## src/psl_pkg.sv

```systemverilog
// ----------------------------------------------------------------------------
// psl_pkg: shared types and constants for the positional sorted list store
// Field widths, operation and status codes, and the per-cell control word.
// ----------------------------------------------------------------------------
package psl_pkg;

  localparam int FUNC_W      = 3;
  localparam int POS_W       = 8;
  localparam int VALUE_W     = 32;
  localparam int STATUS_W    = 2;
  localparam int COUNT_OUT_W = 7;

  localparam logic [POS_W-1:0] POS_FAIL = 8'hFF;

  typedef enum logic [FUNC_W-1:0] {
    FN_INSERT_AT     = 3'd0,
    FN_INSERT_SORTED = 3'd1,
    FN_ERASE         = 3'd2,
    FN_REMOVE_ALL    = 3'd3,
    FN_GET           = 3'd4,
    FN_SET           = 3'd5,
    FN_FIND          = 3'd6
  } func_e;

  typedef enum logic [STATUS_W-1:0] {
    STS_OK        = 2'd0,
    STS_RANGE     = 2'd1,
    STS_FULL      = 2'd2,
    STS_NOT_FOUND = 2'd3
  } status_e;

  // Control word broadcast to every cell, decoded per cell by the top level.
  typedef struct packed {
    logic capture;     // register compare flag and read tap this cycle
    logic cmp_le;      // flag is value <= element, else value == element
    logic valid;       // cell index is below the element count
    logic tap_sel;     // cell index equals the requested position
    logic load_new;    // take the request value
    logic from_left;   // take the left neighbor (gap opens)
    logic from_right;  // take the right neighbor (gap closes)
  } cell_ctl_t;

endpackage

```

## src/psl_cell.sv

```systemverilog
// ----------------------------------------------------------------------------
// psl_cell: one storage cell of the list row
// Holds one element, shifts from either neighbor, and registers a compare
// flag and a masked read tap for the scan tree.
// ----------------------------------------------------------------------------
module psl_cell import psl_pkg::*; #(
  parameter int W = 32
) (
  input  logic         clk_i,
  input  cell_ctl_t    ctl_i,
  input  logic [W-1:0] new_i,
  input  logic [W-1:0] left_i,
  input  logic [W-1:0] right_i,
  output logic [W-1:0] elem_o,
  output logic         hit_o,
  output logic [W-1:0] tap_o
);

  logic [W-1:0] elem_q, elem_d;
  logic         hit_q;
  logic [W-1:0] tap_q;
  logic         match;

  always_comb begin
    if (ctl_i.load_new) begin
      elem_d = new_i;
    end else if (ctl_i.from_left) begin
      elem_d = left_i;
    end else if (ctl_i.from_right) begin
      elem_d = right_i;
    end else begin
      elem_d = elem_q;
    end
  end

  assign match = ctl_i.cmp_le ? (new_i <= elem_q) : (new_i == elem_q);

  always_ff @(posedge clk_i) begin
    elem_q <= elem_d;
    if (ctl_i.capture) begin
      hit_q <= ctl_i.valid && match;
      tap_q <= (ctl_i.valid && ctl_i.tap_sel) ? elem_q : '0;
    end
  end

  assign elem_o = elem_q;
  assign hit_o  = hit_q;
  assign tap_o  = tap_q;

endmodule

```

## config.mk

```make
export PLATFORM = sky130hd
export DESIGN_NAME = psl_cell
export DESIGN_NICKNAME = d
export VERILOG_FILES = /design/src/psl_pkg.sv /design/src/psl_cell.sv
export SDC_FILE = /design/constraint.sdc
export NUM_CORES = 1
export LEC_CHECK = 0
export BUFFER_PORTS_ARGS = -buffer_cell sky130_fd_sc_hd__buf_2
export CORE_MARGIN = 5
export CORE_UTILIZATION = 47
export CTS_CLUSTER_DIAMETER = 150
export DETAILED_ROUTE_END_ITERATION = 8
export PLACE_DENSITY = 0.78
export SLEW_MARGIN = 40
export SYNTH_ARGS = -nofsm -noshare
export SYNTH_HDL_FRONTEND = slang
export SYNTH_SLANG_ARGS = --single-unit
```

## constraint.sdc

```tcl
create_clock -name clk_i -period 2.1 [get_ports clk_i]
set_input_delay 0.42 -clock clk_i [delete_from_list [all_inputs] [get_ports clk_i]]
set_output_delay 0.42 -clock clk_i [all_outputs]
set_load 0.01 [all_outputs]
```

==> flow_summary.toml, run 1 <==
[placed_design]
gp_congestion = 0.854
placed_cell_area_um2 = 4620
dp_cells = 589
port_buffers = 168
dp_hpwl_um = 7660
pre_cts_ws_ps = -30.3

[synth]
synth_top_area_frac = 0.536
synth_adder_area_share = 0.110
synth_cell_types = 27
synth-seq-cells = 65
synthXorXnorAreaFrac = 0
synth_top_family_by_area = "simple AND/OR/NAND/NOR gates"
async_flop_share = 0
synthCells = 327
syn_nets = 463
synth.area.mux_share = 0.0879
yosysTopAreaCell = "edfxtp_1"
synth_compound_area_frac = 0.0855
synthSimpleGateAreaFrac = 0.129
synth_flop_cell = "edfxtp_1"
yosysWarningCount = 0
synth-edff-count = 65
synth_area_um2 = 3640
synthTopCellsByArea = "edfxtp_1, ha_1, mux2i_1, and3_1, o21ai_0"
ys_seq_area_frac = 0.536
syn_area_per_cell_um2 = 11.1

[pwr]
p_per_area_nw_per_um2 = 704
vdd.ir_drop.worst_v = 0.000354
p_total_uw = 3400
p_leak_uw = 0.00248

[job]
maxCapViolations = 0

[drt]
drt-total-wl_um = 9760
antenna_left = 0
via_per_inst = 5.08
dr.pass1.iters = 4
vias = 3067
wire_per_inst_um = 16.2
drtIter0Drc = 131
drc = 0

[sta]
fin_crit_sh = 0.931
fin_crit_ps = 1950
slew_viol_final = 0
slew_headroom = 0.645
layout_setup_ws_ps = 145
timing.final.hold_violations = 0
tightest_slew_ps = 532
fin_worst_skew_ps = 9.43
whs_ps = 388
rsz0062_at_grt = "false"
clock.fmax_ghz = 0.512
setup_viol = 0

[grt]
antenna_found_initial = 0
grt_pass1_vias = 3227
grt_max_degree = 39
grt_usage = 0.205
overflow = 0
grt_pass1_wl_um = 15700

[setup_path]
cpMaxStageDelayCell = "edfxtp_1"
path_max_fanout = 3
cp-start-kind = "flop"
slowest_delay_ps = 390
crit_chain = "inv_1 > ha_1 > nand4_1 > nor4_2 > a21boi_0 > o31a_1 > o21ai_2"
crit_path_end_kind = "flop"
crit_family = "simple AND/OR/NAND/NOR gates"
path_buf_inv = 1
critical_path_arrival_ps = 2040
worstSetupPathType = "reg -> reg"
cp_data_required_time_ps = 2180

[floorplanning]
initial_utilization = 0.476
io_pins = 169
fp-row-count = 32
die_area_um2 = 9610
fp.dieW_um = 98.0
design.core.area_um2 = 7650
die-height_um = 98.0

[clocking]
cts.path.max_buffers = 2
hold_buffers = 0
cts-root-buf = "clkbuf_8"
clkSlewWorstSetupHoldPaths_ps = 70
cts_max_level = 3
cts_buffers = 9
clock_latency_ps = 330
cts_sinks = 65
cts_tree = "yes"
postCtsSetupRepairBufs = 0

[finish]
fin_area_um2 = 4830
diodes = 0
area_delta_synth_final_pct = 32.5
most-common-layout-cells = "buf_2, edfxtp_1, nand2_1, o21ai_0"
nets = 634
final_cell_count_no_fill = 604
layout_commonest_cell = "buf_2"
layout-drive-gt1-share = 0.380

[worst_hold_path]
min_path_type = "in -> reg"

[run_status]
outcome = "complete, no violations"
routing by layer:
layer  share of wire  vias to the layer above  track usage
met2            0.52                      119        0.372
li1                -                     1537            -
met4           0.024                        0       0.0767
met3           0.057                       20       0.0400
met1            0.40                     1391        0.239
met5               0                        -            0
final timing paths:
path,from,end,slack [ps],cells after the start
max,elem_o[11]$_DFFE_PP_,hit_o$_DFFE_PP_,150,7
min reg2reg,elem_o[14]$_DFFE_PP_,tap_o[14]$_SDFFCE_PN0P_,600,1
min,new_i[25],elem_o[25]$_DFFE_PP_,390,3
max reg2reg,elem_o[11]$_DFFE_PP_,hit_o$_DFFE_PP_,150,7
worst min-delay path, stage by stage:
cell,delay (ps)
buf_2,90
nand2_1,40
o21ai_0,50
through the flow:
| stage | utilization | setup TNS, ps |
|---|---|---|
| after floorplan | - | 0 |
| after global placement | 0.604 | 0 |
| after detailed placement | 0.604 | -30.3 |
| after CTS | 0.630 | 0 |
| after global routing | 0.631 | 0 |
| final | 0.631 | 0 |
where the power goes:
part | total [µW] | switching [µW] | internal, µW
sequential | 1620 | 60.4 | 1560
combinational | 685 | 378 | 307
clock | 1100 | 446 | 651
logic make-up (layout without fill, tap and decap cells):
kind of cell,Yosys count,count (layout)
AO/OA/AOI/OAI,57,57
AND/OR/NAND/NOR,92,92
multiplexers,32,32
flip-flops,65,65
adder cells (fa/ha/maj),32,32
buffers and inverters,49,224
Yosys cell counts, types with 2 or more instances:
master	count
mux2i_1	32
edfxtp_1	65
ha_1	32
nor2b_1	2
nand3_1	2
o21ai_0	37
clkbuf_1	13
nand4_1	8
a21oi_1	12
nand2_1	40
and3_1	32
nor2_1	2
nor4_1	2
inv_1	32
buf_2	4
state kept, by name, summed over array words and instances (netlist names):
signal / flops
elem_o: 32
tap_o: 32
hit_o: 1
layout make-up:
cell class | instances | area, µm²
fill | 664 | 2820
sequential | 65 | 1950
multi-input combinational | 213 | 1510
timing repair buffer | 177 | 921
clock buffer | 10 | 128
tap | 102 | 128
inverter | 32 | 120
clock inverter | 5 | 71.3
repair_timing:
item,in CTS,in global routing
setup endpoints to repair,0,1
hold endpoints to repair,0,0
resized for setup,0,1
No activity file was read; power rests on OpenSTA's default activity.
==> inputs of run 2 (changes only) <==
--- a/config.mk
+++ b/config.mk
@@ -9,8 +9,10 @@
 export CORE_MARGIN = 5
 export CORE_UTILIZATION = 47
 export CTS_CLUSTER_DIAMETER = 150
+export CTS_CLUSTER_SIZE = 16
 export DETAILED_ROUTE_END_ITERATION = 8
-export PLACE_DENSITY = 0.78
+export HOLD_SLACK_MARGIN = 0.02
+export PLACE_DENSITY = 0.83
 export SLEW_MARGIN = 40
 export SYNTH_ARGS = -nofsm -noshare
 export SYNTH_HDL_FRONTEND = slang
==> flow_summary.toml, run 2 (same netlist as run 1, synthesis figures left out) <==
[clocking]
clkSlewWorstSetupHoldPaths_ps = 80
cts-root-buf = "clkbuf_8"
postCtsSetupRepairBufs = 0
cts_sinks = 65
cts_max_level = 3
cts_buffers = 9
cts_tree = "yes"
clock_latency_ps = 340
cts.path.max_buffers = 2

[drt]
dr.pass1.iters = 4
antenna_left = 0
vias = 3152
drtIter0Drc = 121
drc = 0
wire_per_inst_um = 16.4
via_per_inst = 5.22
drt-total-wl_um = 9910

[sta]
clock.fmax_ghz = 0.513
slew_headroom = 0.639
fin_worst_skew_ps = 16.3
tightest_slew_ps = 542
slew_viol_final = 0
rsz0062_at_grt = "false"
timing.final.hold_violations = 0
setup_viol = 0
fin_crit_sh = 0.928
fin_crit_ps = 1950

[job]
maxCapViolations = 0

[placed_design]
dp_hpwl_um = 7820
dp_cells = 588
gp_congestion = 0.872
port_buffers = 168

[setup_path]
crit_chain = "inv_1 > ha_1 > nand4_1 > nor4_2 > a21boi_0 > o31a_1 > o21ai_2"
cpMaxStageDelayCell = "edfxtp_1"
r2r_start = "elem_o[11]$_DFFE_PP_"
crit_path_end_kind = "flop"
cp-start-kind = "flop"
slowest_delay_ps = 400
r2r_slack_ps = 150
critical_path_arrival_ps = 2040
cp-startpoint = "elem_o[11]$_DFFE_PP_"
worstSetupPathType = "reg -> reg"
path_max_fanout = 3
r2r_cells = 7
rr_endpoint = "hit_o$_DFFE_PP_"
cp_data_required_time_ps = 2190

[pwr]
internal_power_uw = 2530
pwr-share-seq = 0.466
vdd.ir_drop.worst_v = 0.000308
p_comb_frac = 0.198
p_switching_uw = 946
p_per_area_nw_per_um2 = 719
pwr-share-clk = 0.337
p_sw_frac = 0.272
p_total_uw = 3480
p_leak_uw = 0.00249

[grt]
grt_pass1_wl_um = 15800
antenna_found_initial = 0
grt_usage = 0.205
grt_pass1_vias = 3252
overflow = 0
grt_max_degree = 37

[floorplanning]
fp.dieW_um = 98.0
initial_utilization = 0.476
io_pins = 169
design.core.area_um2 = 7650
die-height_um = 98.0
die_area_um2 = 9610
fp-row-count = 32

[finish]
diodes = 0
most-common-layout-cells = "buf_2, edfxtp_1, nand2_1, o21ai_0"
final_cell_count_no_fill = 604
area_delta_synth_final_pct = 32.9
nets = 633
utilization = 0.633
layout-drive-gt1-share = 0.388
layout_commonest_cell = "buf_2"

[worst_hold_path]
hold_start = "new_i[0]"
holdPathEnd = "elem_o[0]$_DFFE_PP_"
min_path_type = "in -> reg"
hold_depth = 3

[run_status]
outcome = "complete, no violations"
## run 2: critical path: cells and delay by family (launching register included)
family	cells	cell delay, ps
fa+ha+maj	1	310
simple gates	2	480
compound gates	3	470
flops	1	400
buf+inv	1	60
## run 2: metrics by stage
step,setup WS [ps],area [µm²],hold WS (ps),TNS (ps)
final,151,4840,382,0
after global routing,12.4,4840,389,0
after CTS,124,4830,369,0
after detailed placement,-3.79,4610,586,-3.79
after global placement,122,4610,580,0
after floorplan,281,3640,532,0
## run 2: what timing repair did
action / CTS / global route
resized for setup: 0 / 1
hold buffers: 0 / 0
endpoints found under the hold margin: 0 / 0
setup endpoints to repair: 0 / 1
## run 2: power groups by stage
stage | Clock (µW) | Sequential (µW) | Combinational, µW
global route | 1240 | 1640 | 770
floorplan | 0 | 1690 | 300
detailed placement | 0 | 1650 | 690
global placement | 0 | 1640 | 656
finish | 1170 | 1620 | 688
CTS | 1180 | 1620 | 694
## run 2: metal layers
layer  up-vias  GRT usage  wire (µm)
li1       1533          -          -
met1      1475      0.234       3750
met2       125      0.373       5260
met3        19     0.0429        687
met4         0     0.0820        210
met5         -          0          0
## run 2: worst max-delay path by stage
stage / slack, ps / to / cells past startpoint
after detailed placement: -4 / hit_o$_DFFE_PP_ / 7
after floorplan: 280 / elem_o[0]$_DFFE_PP_ / 2
after CTS: 120 / hit_o$_DFFE_PP_ / 7
after global routing: 10 / hit_o$_DFFE_PP_ / 7
after global placement: 120 / hit_o$_DFFE_PP_ / 7
final: 150 / hit_o$_DFFE_PP_ / 7
## run 2: layout make-up
type	instances	area, µm²
inverter	32	120
clock inverter	7	95.1
sequential	65	1950
fill	629	2810
tap	102	128
clock buffer	9	124
timing repair buffer	176	913
multi-input combinational	213	1510
